## src/acs_pkg.sv

```systemverilog
// Shared types and constants for the adaptive cleanup scheduler.
// Used by the controller, the datapath, the divider and the top level.
package acs_pkg;

  localparam int unsigned WORD_W  = 32;
  localparam int unsigned COUNT_W = 64;
  localparam int unsigned TGT_W   = 12;
  localparam int unsigned IDX_W   = 3;

  // 2*target*interval, and 5*diff
  localparam int unsigned PROD_W = TGT_W + 1 + WORD_W;
  localparam int unsigned DEN_W  = WORD_W + 3;
  localparam int unsigned SUM_W  = PROD_W + 1;

  // interval/5 as (interval * ceil(2^34/5)) >> 34, exact for 32-bit operands
  localparam logic [WORD_W-1:0] RECIP_FIVE  = 32'hCCCC_CCCD;
  localparam int unsigned       RECIP_SHIFT = 34;
  localparam int unsigned       FIFTH_W     = COUNT_W - RECIP_SHIFT;

  localparam logic [WORD_W-1:0] MIN_RST    = 32'd1000;
  localparam logic [WORD_W-1:0] MAX_RST    = 32'd300000;
  localparam logic [WORD_W-1:0] INIT_RST   = 32'd4096;
  localparam logic [WORD_W-1:0] START_RST  = 32'd0;
  localparam logic [TGT_W-1:0]  TARGET_RST = 12'd30;

  // configuration register indexes
  localparam logic [IDX_W-1:0] REG_MIN_INTERVAL     = 3'd0;
  localparam logic [IDX_W-1:0] REG_MAX_INTERVAL     = 3'd1;
  localparam logic [IDX_W-1:0] REG_INITIAL_INTERVAL = 3'd2;
  localparam logic [IDX_W-1:0] REG_TARGET_SECONDS   = 3'd3;
  localparam logic [IDX_W-1:0] REG_START_TIME       = 3'd4;

  typedef struct packed {
    logic take_in;
    logic emit_plain;
    logic calc_diff;
    logic load_ops;
    logic div_start;
    logic latch_q1;
    logic latch_q2;
    logic sum;
    logic raise;
    logic lower;
    logic clear_skip;
    logic finish_skip;
    logic finish_clean;
  } acs_cmd_t;

  typedef struct packed {
    logic hit;
    logic skip_cond;
    logic skip_flag;
    logic div_done;
    logic out_free;
  } acs_stat_t;

endpackage

```

## src/acs_div.sv

```systemverilog
// Bit-serial restoring divider, one quotient bit per cycle.
// Depends on acs_pkg for default widths.
module acs_div import acs_pkg::*; #(
  parameter int unsigned NUM_W = PROD_W,
  parameter int unsigned DEN_W_P = DEN_W
) (
  input  logic               clk,
  input  logic               rst,
  input  logic               start,
  input  logic [NUM_W-1:0]   num,
  input  logic [DEN_W_P-1:0] den,
  output logic               done,
  output logic [NUM_W-1:0]   quo
);

  localparam int unsigned CNT_W = $clog2(NUM_W + 1);

  logic               busy;
  logic [CNT_W-1:0]   cnt;
  logic [DEN_W_P-1:0] rem;
  logic [DEN_W_P-1:0] dsr;
  logic [NUM_W-1:0]   qn;
  logic [DEN_W_P:0]   trial;
  logic               ge;

  assign trial = {rem, qn[NUM_W-1]};
  assign ge    = (trial >= {1'b0, dsr});
  assign quo   = qn;

  always_ff @(posedge clk) begin
    if (rst) begin
      busy <= 1'b0;
      done <= 1'b0;
      cnt  <= '0;
    end else begin
      done <= 1'b0;
      if (start) begin
        busy <= 1'b1;
        cnt  <= CNT_W'(NUM_W);
      end else if (busy) begin
        cnt <= cnt - CNT_W'(1);
        if (cnt == CNT_W'(1)) begin
          busy <= 1'b0;
          done <= 1'b1;
        end
      end
    end
  end

  always_ff @(posedge clk) begin
    if (start) begin
      rem <= '0;
      dsr <= den;
      qn  <= num;
    end else if (busy) begin
      // remainder stays below the divisor, so the top trial bit drops out
      rem <= ge ? DEN_W_P'(trial - {1'b0, dsr}) : trial[DEN_W_P-1:0];
      qn  <= {qn[NUM_W-2:0], ge};
    end
  end

endmodule

```

## src/acs_datapath.sv

```systemverilog
// Datapath: configuration, counters, interval adaptation and result register.
// Depends on acs_pkg; instantiates acs_div.
module acs_datapath import acs_pkg::*; (
  input  logic              clk,
  input  logic              rst,
  input  logic              cfg_we,
  input  logic [IDX_W-1:0]  cfg_index,
  input  logic [WORD_W-1:0] cfg_data,
  input  logic [WORD_W-1:0] now_seconds,
  input  acs_cmd_t          cmd,
  output acs_stat_t         stat,
  output logic              out_valid,
  input  logic              out_ready,
  output logic              do_clean,
  output logic              clean_skipped,
  output logic [WORD_W-1:0] interval_now
);

  logic [WORD_W-1:0]  min_interval;
  logic [WORD_W-1:0]  max_interval;
  logic [TGT_W-1:0]   target_seconds;
  logic [COUNT_W-1:0] op_count;
  logic [COUNT_W-1:0] next_mark;
  logic [WORD_W-1:0]  interval;
  logic [WORD_W-1:0]  last_clean_time;
  logic               skip_flag;
  logic [WORD_W-1:0]  now_r;
  logic [WORD_W-1:0]  diff;
  logic [PROD_W-1:0]  prod;
  logic [DEN_W-1:0]   den;
  logic [WORD_W-1:0]  q1;
  logic [PROD_W-1:0]  q2;
  logic [SUM_W-1:0]   acc;

  logic [COUNT_W-1:0] recip_prod;
  logic [FIFTH_W-1:0] fifth;
  logic [WORD_W-1:0]  fifth_rem;
  logic [1:0]         rem_bump;

  logic [PROD_W-1:0]  div_quo;
  logic               div_done;

  acs_div #(.NUM_W(PROD_W), .DEN_W_P(DEN_W)) u_div (
    .clk   (clk),
    .rst   (rst),
    .start (cmd.div_start),
    .num   (prod),
    .den   (den),
    .done  (div_done),
    .quo   (div_quo)
  );

  // 3*i/5 = 3*(i/5) + 3*(i%5)/5
  assign recip_prod = COUNT_W'(interval) * COUNT_W'(RECIP_FIVE);
  assign fifth_rem  = interval - ({fifth, 2'b00} + WORD_W'(fifth));
  assign rem_bump   = (fifth_rem >= WORD_W'(4)) ? 2'd2 :
                      (fifth_rem >= WORD_W'(2)) ? 2'd1 : 2'd0;

  assign stat.hit       = (op_count == next_mark);
  assign stat.skip_cond = (interval == max_interval) && (diff < WORD_W'(target_seconds));
  assign stat.skip_flag = skip_flag;
  assign stat.div_done  = div_done;
  assign stat.out_free  = !out_valid || out_ready;

  // configuration and scheduler state
  always_ff @(posedge clk) begin
    if (rst) begin
      min_interval    <= MIN_RST;
      max_interval    <= MAX_RST;
      target_seconds  <= TARGET_RST;
      op_count        <= '0;
      next_mark       <= COUNT_W'(INIT_RST);
      interval        <= INIT_RST;
      last_clean_time <= START_RST;
      skip_flag       <= 1'b0;
    end else begin
      if (cfg_we) begin
        case (cfg_index)
          REG_MIN_INTERVAL: min_interval <= cfg_data;
          REG_MAX_INTERVAL: max_interval <= cfg_data;
          REG_INITIAL_INTERVAL: begin
            interval  <= cfg_data;
            next_mark <= COUNT_W'(cfg_data);
          end
          REG_TARGET_SECONDS: target_seconds <= cfg_data[TGT_W-1:0];
          REG_START_TIME: last_clean_time <= cfg_data;
          default: ;
        endcase
      end
      if (cmd.take_in) begin
        op_count <= op_count + COUNT_W'(1);
      end
      if (cmd.lower) begin
        interval <= (acc > SUM_W'(max_interval)) ? max_interval : acc[WORD_W-1:0];
      end
      if (cmd.clear_skip) begin
        skip_flag <= 1'b0;
      end
      if (cmd.finish_skip) begin
        skip_flag <= 1'b1;
        next_mark <= next_mark + COUNT_W'(interval);
      end
      if (cmd.finish_clean) begin
        next_mark       <= next_mark + COUNT_W'(interval);
        last_clean_time <= now_r;
      end
    end
  end

  // working registers of the adaptation
  always_ff @(posedge clk) begin
    if (cmd.take_in) begin
      now_r <= now_seconds;
    end
    if (cmd.calc_diff) begin
      diff <= (now_r > last_clean_time) ? (now_r - last_clean_time) : WORD_W'(1);
    end
    if (cmd.load_ops) begin
      prod  <= PROD_W'({target_seconds, 1'b0}) * PROD_W'(interval);
      den   <= {diff, 2'b00} + DEN_W'(diff);
      fifth <= recip_prod[COUNT_W-1:RECIP_SHIFT];
    end
    if (cmd.latch_q1) begin
      q1 <= WORD_W'({fifth, 1'b0}) + WORD_W'(fifth) + WORD_W'(rem_bump);
    end
    if (cmd.latch_q2) begin
      q2 <= div_quo;
    end
    if (cmd.sum) begin
      acc <= SUM_W'(q1) + SUM_W'(q2);
    end
    if (cmd.raise) begin
      if (acc < SUM_W'(min_interval)) begin
        acc <= SUM_W'(min_interval);
      end
    end
  end

  // result register
  always_ff @(posedge clk) begin
    if (rst) begin
      out_valid <= 1'b0;
    end else begin
      if (cmd.emit_plain || cmd.finish_skip || cmd.finish_clean) begin
        out_valid <= 1'b1;
      end else if (out_ready) begin
        out_valid <= 1'b0;
      end
    end
  end

  always_ff @(posedge clk) begin
    if (cmd.emit_plain || cmd.finish_skip || cmd.finish_clean) begin
      do_clean      <= cmd.finish_clean;
      clean_skipped <= cmd.finish_skip;
      interval_now  <= interval;
    end
  end

endmodule

```

## src/acs_ctrl.sv

```systemverilog
// Controller state machine: accepts requests and sequences a clean point through the datapath.
// Depends on acs_pkg for the command and status structs.
module acs_ctrl import acs_pkg::*; (
  input  logic      clk,
  input  logic      rst,
  input  logic      in_valid,
  output logic      in_ready,
  input  acs_stat_t stat,
  output acs_cmd_t  cmd
);

  typedef enum logic [10:0] {
    S_IDLE   = 11'b00000000001,
    S_DIFF   = 11'b00000000010,
    S_DECIDE = 11'b00000000100,
    S_MUL    = 11'b00000001000,
    S_START  = 11'b00000010000,
    S_DIV    = 11'b00000100000,
    S_SUM    = 11'b00001000000,
    S_RAISE  = 11'b00010000000,
    S_LOWER  = 11'b00100000000,
    S_FINISH = 11'b01000000000,
    S_SKIP   = 11'b10000000000
  } state_t;

  state_t state, state_next;

  // a clean point never writes the result register at accept, so it may enter
  // while an older result still waits
  assign in_ready = (state == S_IDLE) && (stat.out_free || stat.hit);

  always_comb begin
    cmd        = '0;
    state_next = state;
    case (state)
      S_IDLE: begin
        if (in_valid && in_ready) begin
          cmd.take_in = 1'b1;
          if (stat.hit) begin
            state_next = S_DIFF;
          end else begin
            cmd.emit_plain = 1'b1;
          end
        end
      end
      S_DIFF: begin
        cmd.calc_diff = 1'b1;
        state_next    = S_DECIDE;
      end
      S_DECIDE: begin
        if (stat.skip_cond) begin
          state_next = S_SKIP;
        end else if (stat.skip_flag) begin
          cmd.clear_skip = 1'b1;
          state_next     = S_FINISH;
        end else begin
          state_next = S_MUL;
        end
      end
      S_MUL: begin
        cmd.load_ops = 1'b1;
        state_next   = S_START;
      end
      S_START: begin
        cmd.div_start = 1'b1;
        cmd.latch_q1  = 1'b1;
        state_next    = S_DIV;
      end
      S_DIV: begin
        if (stat.div_done) begin
          cmd.latch_q2 = 1'b1;
          state_next   = S_SUM;
        end
      end
      S_SUM: begin
        cmd.sum    = 1'b1;
        state_next = S_RAISE;
      end
      S_RAISE: begin
        cmd.raise  = 1'b1;
        state_next = S_LOWER;
      end
      S_LOWER: begin
        cmd.lower  = 1'b1;
        state_next = S_FINISH;
      end
      S_FINISH: begin
        if (stat.out_free) begin
          cmd.finish_clean = 1'b1;
          state_next       = S_IDLE;
        end
      end
      S_SKIP: begin
        if (stat.out_free) begin
          cmd.finish_skip = 1'b1;
          state_next      = S_IDLE;
        end
      end
      default: state_next = S_IDLE;
    endcase
  end

  always_ff @(posedge clk) begin
    if (rst) begin
      state <= S_IDLE;
    end else begin
      state <= state_next;
    end
  end

endmodule

```

## src/adaptive_cleanup_scheduler_unit.sv

```systemverilog
// Top level of the adaptive cleanup scheduler: controller plus datapath.
// Depends on acs_pkg, acs_ctrl, acs_datapath (and acs_div below it).
//
//   channel | handshake            | payload
//   --------+----------------------+-------------------------------------------
//   input   | in_valid / in_ready  | now_seconds[31:0]
//   output  | out_valid / out_ready| do_clean, clean_skipped, interval_now[31:0]
//   config  | cfg_we               | cfg_index[2:0], cfg_data[31:0]
//
// An ordinary operation writes its result into the output register when accepted.
// A clean point that adapts the interval decides, loads operands, runs the divider
// over its 45 quotient bits, then sums, clamps and finishes; a skip, or a clean
// that only clears the flag, goes from the decision straight to finishing. Synchronous
// active-high rst resets control, configuration and scheduler state, but not the
// working registers or result payload. A stalled output holds its result; ordinary
// requests wait for it, a clean point is taken and finishes once the output is free.
module adaptive_cleanup_scheduler_unit import acs_pkg::*; (
  input  logic              clk,
  input  logic              rst,
  input  logic              cfg_we,
  input  logic [IDX_W-1:0]  cfg_index,
  input  logic [WORD_W-1:0] cfg_data,
  input  logic              in_valid,
  output logic              in_ready,
  input  logic [WORD_W-1:0] now_seconds,
  output logic              out_valid,
  input  logic              out_ready,
  output logic              do_clean,
  output logic              clean_skipped,
  output logic [WORD_W-1:0] interval_now
);

  acs_cmd_t  cmd;
  acs_stat_t stat;

  acs_ctrl u_ctrl (
    .clk      (clk),
    .rst      (rst),
    .in_valid (in_valid),
    .in_ready (in_ready),
    .stat     (stat),
    .cmd      (cmd)
  );

  acs_datapath u_dp (
    .clk           (clk),
    .rst           (rst),
    .cfg_we        (cfg_we),
    .cfg_index     (cfg_index),
    .cfg_data      (cfg_data),
    .now_seconds   (now_seconds),
    .cmd           (cmd),
    .stat          (stat),
    .out_valid     (out_valid),
    .out_ready     (out_ready),
    .do_clean      (do_clean),
    .clean_skipped (clean_skipped),
    .interval_now  (interval_now)
  );

  a_flags_exclusive: assert property (@(posedge clk) disable iff (rst)
    out_valid |-> !(do_clean && clean_skipped))
    else $error("clean and skip flagged together");

  a_plain_result: assert property (@(posedge clk) disable iff (rst)
    (in_valid && in_ready && !stat.hit) |=> (out_valid && !do_clean && !clean_skipped))
    else $error("ordinary request did not yield a plain result");

  a_clean_busy: assert property (@(posedge clk) disable iff (rst)
    (in_valid && in_ready && stat.hit) |=> !in_ready)
    else $error("request taken while a clean point is in progress");

endmodule
```

## config.mk

```make
export PLATFORM = sky130hd
export DESIGN_NAME = adaptive_cleanup_scheduler_unit
export DESIGN_NICKNAME = d
export VERILOG_FILES = /design/src/acs_pkg.sv /design/src/acs_div.sv /design/src/acs_datapath.sv /design/src/acs_ctrl.sv /design/src/adaptive_cleanup_scheduler_unit.sv
export SDC_FILE = /design/constraint.sdc
export NUM_CORES = 2
export LEC_CHECK = 0
export ABC_AREA = 1
export BUFFER_PORTS_ARGS = -buffer_cell sky130_fd_sc_hd__buf_2
export CAP_MARGIN = 20
export CORE_UTILIZATION = 47
export CTS_CLUSTER_SIZE = 8
export DETAILED_ROUTE_END_ITERATION = 7
export PLACE_DENSITY = 0.63
export SLEW_MARGIN = 20
export SYNTH_ARGS = -nofsm -noshare
export SYNTH_HDL_FRONTEND = slang
export SYNTH_HIERARCHICAL = 1
export SYNTH_SLANG_ARGS = --single-unit
```

## constraint.sdc

```tcl
create_clock -name clk -period 8.9 [get_ports clk]
set_input_delay 0 -clock clk [delete_from_list [all_inputs] [get_ports clk]]
set_output_delay 0 -clock clk [all_outputs]
set_load 0.01 [all_outputs]
```

==> After elaboration in Yosys (flattened, before gate mapping) <==
Index checks and enable logic that the tools add are counted.
{ "word_totals": {"latch_bits": 0, "mem_count": 0, "input_bits": 72, "regBits": 734, "rom_bits": 0, "elab_cells": 153, "output_inout_bits": 36, "ram_bits": 0} }
{ "classes": {"mux": 53, "mul": 2, "n_addsub": 11, "n_reduce_logical": 28, "div_mod_pow": 0, "shifts": 0, "bitwise_logic": 1, "n_eq_ne": 22, "magnitude_cmp": 7} }
{ "op_table": {"columns": ["op", "n"], "rows": [
  ["$mux W64", 4],
  ["$mux W32", 7],
  ["$mux W46", 3],
  ["$pmux W11 S10", 1],
  ["$mux W45", 2],
  ["$add A64 B1 Y64 const B", 1],
  ["$add A64 B32 Y64", 1],
  ["$eq A64 B64 Y1", 1],
  ["$mul A32 B32 Y64 const B", 1],
  ["$sub A32 B32 Y32", 2],
  ["$mux W11", 5],
  ["$add A32 B45 Y46", 1],
  ["$gt A46 B32 Y1", 1],
  ["$lt A46 B32 Y1", 1],
  ["$mul A12 B32 Y44", 1],
  ["$ge A36 B35 Y1", 1],
  ["$add A34 B32 Y35", 1],
  ["$mux W35", 1],
  ["$sub A35 B35 Y35", 1],
  ["$add A31 B30 Y32", 1],
  ["$add A32 B2 Y32", 1],
  ["$add A32 B30 Y32", 1],
  ["$eq A32 B32 Y1", 1],
  ["$ge A32 B2 Y1 const B", 1],
  ["other kinds (36)", 83]
]} }

==> Logic depth before layout (Yosys ltp) <==
{ "depth": {"depth_word": 10, "depth_mapped": 35, "mapped_depth_nobuf": 35} }

==> Hierarchy <==
The synthesis kept the hierarchy.
{ "modules_own_cells": {"columns": ["module", "instances", "seq_area_each_um2", "cells_per_inst", "area_each_um2"], "rows": [
  ["acs_datapath", 1, 14854.2, 8695, 68640.8],
  ["acs_div", 1, 3263.1, 1112, 7870.0],
  ["acs_ctrl", 1, 220.2, 131, 774.5]
]} }

==> Least setup slack after synthesis <==
No wires, ideal clock.
{ "synth_timing": {"path_kind": "reg-to-reg", "start": "register u_dp.interval[19]", "end": "register u_dp.fifth[26] (data pin)", "arrival_time_ns": 6.078, "synth_period_minus_slack_ns": 6.330, "path_stages_with_launch": 26, "required_ns": 8.648, "path_buffers": 0, "setup_ns": 0.252, "slack_ns": 2.570, "path_cell_list": "dfxtp_1 -> ha_1 -> inv_1 -> fa_1 -> inv_1 -> fa_1 -> inv_1 -> fa_1 -> inv_1 -> fa_1 -> inv_1 -> fa_1 -> inv_1 -> fa_1 -> fa_1 -> ha_1 -> a21oi_1 -> nor2_1 -> nor2_1 -> o21ai_0 -> a21oi_1 -> nor2_1 -> nor3_1 -> nand2_1 -> nand2_1 -> nand2_1"} }
{ "synth_between": {"elab_chain_len": 1} }
{ "synth_rtl": {"columns": ["element", "line_no", "source"], "rows": [
  ["start: declaration", "acs_datapath.sv:24", "logic [WORD_W-1:0] interval;"],
  ["start signal: assignment", "acs_datapath.sv:82", "interval <= cfg_data;"],
  ["start signal: assignment", "acs_datapath.sv:94", "interval <= (acc > SUM_W'(max_interval)) ? max_interval : acc[WORD_W-1:0];"],
  ["$mul A32 B32 Y64", "acs_datapath.sv:54", "assign recip_prod = COUNT_W'(interval) * COUNT_W'(RECIP_FIVE);"],
  ["via u_dp.recip_prod[60]", "acs_datapath.sv:35", "logic [COUNT_W-1:0] recip_prod;"],
  ["end signal: assignment", "acs_datapath.sv:121", "fifth <= recip_prod[COUNT_W-1:RECIP_SHIFT];"],
  ["end: declaration", "acs_datapath.sv:36", "logic [FIFTH_W-1:0] fifth;"]
]} }
The timed path passes the listed nets, and every way through them passes these cells.
A chain may end at the register's enable or synchronous reset.

==> Worst setup path after layout <==
{ "layout_timing": {"start": "register u_dp.interval[13]", "end": "register u_dp.fifth[28] (data pin)"} }
The elaborated chain is that of the path after synthesis.

==> metrics <==
layout cells sized above 1 4.60%; WP data arrival 7.76 ns; CP required about 9.4 ns; first-pass GRT wire length 442 mm; I/O pin total 108; core outline area 163000 µm²; Crit. Startpoint u_dp/interval[13]$_SDFFE_PP0P_; RR Startpoint u_dp/interval[13]$_SDFFE_PP0P_; startpoint types flip-flop; Setup Buffers After CTS 0; Clock Latency Late Sink 0.77 ns; GP Congestion 1.02; largest net degree at the start of global routing 78; warning count from the yosys run 6; Hold Buf Count CTS 116; main flop type after synthesis dfxtp_1; Period minus WS final 7.26 ns; Worst Hold Launch cfg_data[16]; top post-synthesis cells by area fa_1, edfxtp_1, ha_1, nand2_1, inv_1; footprint of the multi-input gates 50300 µm²; initial antenna violation count 31; Hold WC Path Type in2reg; Post-Syn Area 77300 µm²; Synth cell types 69; vias in the first global route around 70k; Die ar. between 150000 and 200000 µm²; DR vias between 60k and 70k; Slew headroom 23.8%; pre-CTS setup slack 1.71 ns; CTS clk-pin slew, worst paths 0.06 ns; H-Tree Depth 3; critical path type reg2reg; post-synthesis register bit count 734; f_max 138 MHz; Hold Slack between 0.2 and 0.25 ns; Reg area 18300 µm²; Slew Limit Fails 0; worst-margin pin slew 1.14 ns; dominant cell type by area after synthesis fa_1; P_leak 41.6 nW; Die Wd 408 µm; crit share post-route 81.6%; setup violators final 0; total global-route track usage 35.6%; Resize count post-CTS 0; WL final 297 mm; area grow syn2layout 9.83%; Starting DRT DRC Count 7698; crit path capture type flip-flop; critical-path maximum fanout 20; maximum clock insertion buffer count 3; placed wire-length estimate 239 mm; top cell type's share of synthesized area between 10% and 20%; TritonCTS clock tree yes; Initial DRT Pass Iterations 6; number of nets in the layout 11.7k; FFs w/ async S/R, synth 0%; I/O Buffers 107; Clock Sinks 734; row count 148; Finished Layout Cells 12.4k; PD cells 140 nW/µm²; residual DRC count 0; setup ws final between 1.5 and 2 ns; Wirelength per Cell roughly 24 µm; Root Driver clkbuf_16; Post-synth EDFFs 364; Placed Cells 12.1k; Die Ht 408 µm; status finished, final reports clean; unrepaired setup endpoints after global routing false; grt ovf 0; syn avg cell area between 7 and 8 µm²; Total Neg Setup Slack 0 ns; Setup Skew between 0.05 and 0.06 ns; Worst VDD drop approximately 240 µV; Starting Density 47.4%; cells after synthesis 9938; Final Hold Viols 0; fillers 15.9k; sequential area share after synthesis 23.7%; Mapped Nets 11.5k; Max-Cap Viols 0; Vias per Instance 5.60; Num CTS Buffers ~110; Final ANT Viol Nets 0
-- cell usage in the layout (no fill, tap or decap), types with 35 or more instances in the layout --
cell type / n
nand2_1: 2157
inv_1: 2054
fa_1: 751
ha_1: 748
nor2_1: 700
a21oi_1: 624
nand3_1: 432
o21ai_0: 413
dfxtp_1: 368
edfxtp_1: 364
xnor2_1: 138
nor3_1: 130
xor2_1: 122
dlygate4sd3_1: 116
clkbuf_16: 112
buf_2: 106
nand4_1: 97
buf_4: 92
a31oi_1: 88
nor4_1: 59
clkbuf_1: 57
o211ai_1: 49
o21ai_1: 37
nand3b_1: 35
-- area by class of cell --
| type | instances | share of cell area [%] |
|---|---|---|
| repair buffers | 314 | 2.81 |
| inverters | 2084 | 9.22 |
| well taps | 2175 | 3.21 |
| diodes | 11 | 0.0324 |
| clock buffers | 175 | 3.65 |
| flip-flops and latches | 734 | 21.6 |
| clock inverters | 12 | 0.246 |
| multi-input cells | 6901 | 59.2 |
-- logic make-up (layout without fill, tap and decap cells) --
family | after synthesis | after routing | share of synthesized area, %
AND/OR/NAND/NOR | 3728 | 3728 | 20.3
buffers and inverters | 2303 | 2585 | 11.3
adder cells (fa/ha/maj) | 1499 | 1499 | 31.6
AO/OA/AOI/OAI | 1412 | 1412 | 10.2
flip-flops | 734 | 734 | 23.7
XOR/XNOR | 261 | 261 | 2.96
other | 1 | 12 | 0.00485
-- critical path: stages (launching register included) --
cell and delay [ns]:
dfxtp_1 0.33, buf_4 0.44, ha_1 0.37, inv_1 0.17
fa_1 0.53, inv_1 0.07, fa_1 0.51, inv_1 0.06
fa_1 0.50, inv_1 0.05, fa_1 0.47, inv_1 0.07
fa_1 0.55, inv_1 0.06, fa_1 0.51, fa_1 0.50
ha_1 0.35, a21oi_1 0.21, inv_1 0.06, a21oi_1 0.19
o21ai_0 0.14, a31oi_1 0.21, nand3_1 0.31, a21oi_1 0.28
xor2_1 0.09
-- state kept, by name (all words and copies together) (netlist names), 32 cells and up --
signal and flops:
u_dp/acc 46, u_dp/den 35, u_dp/diff 32, u_dp/interval 32, u_dp/interval_now 32, u_dp/last_clean_time 32, u_dp/max_interval 32, u_dp/min_interval 32
u_dp/next_mark 64, u_dp/now_r 32, u_dp/op_count 64, u_dp/prod 44, u_dp/q1 32, u_dp/q2 45, u_dp/u_div/dsr 35, u_dp/u_div/quo 45
u_dp/u_div/rem 35
-- routing by layer --
layer	vias up	routed length, µm	global-route usage (%)
met1	33631	126000	48.9
met2	3267	130000	54.8
met5	-	91	0
li1	32001	-	-
met4	14	13500	14.8
met3	544	27600	6.78
-- synth_stat cells, drive strengths merged, types with 35 or more instances --
cell type	n
a31oi	88
buf	50
nand4	97
fa	751
nand2	2174
dfxtp	370
o211ai	51
ha	748
nor3	142
a21oi	631
xnor2	139
xor2	122
nand3	437
o21ai	458
nand3b	35
edfxtp	364
nor2	731
inv	2081
clkbuf	169
nor4	64
-- where the power goes --
| group | leakage (nW) | switching, W | internal (W) |
|---|---|---|---|
| combinational | 33.7 | 0.00249 | 0.00122 |
| clock | 1.58 | 0.00167 | 0.00244 |
| sequential | 6.31 | 0.000206 | 0.00383 |
-- per-stage QoR --
stage	util, %	area [µm²]	total power, W
6_report	52.1	84900	0.0118
3_5_place_dp	49.3	80400	0.00763
3_3_place_gp	49.3	80400	0.00764
4_1_cts	52.1	84800	0.0118
2_1_floorplan	-	77300	0.00637
5_1_grt	52.1	84900	0.0124
-- path summary, 6_finish.rpt --
check	cells after the start	slack, ns	to
worst max register to register	24	1.64	u_dp/fifth[28]$_DFFE_PP_
worst max-delay path	24	1.64	u_dp/fifth[28]$_DFFE_PP_
worst min-delay path	4	0.24	u_dp/min_interval[16]$_SDFFE_PP0P_
worst min register to register	0	0.42	u_dp/u_div/dsr[17]$_DFFE_PP_
No activity file was read; power rests on OpenSTA's default activity.
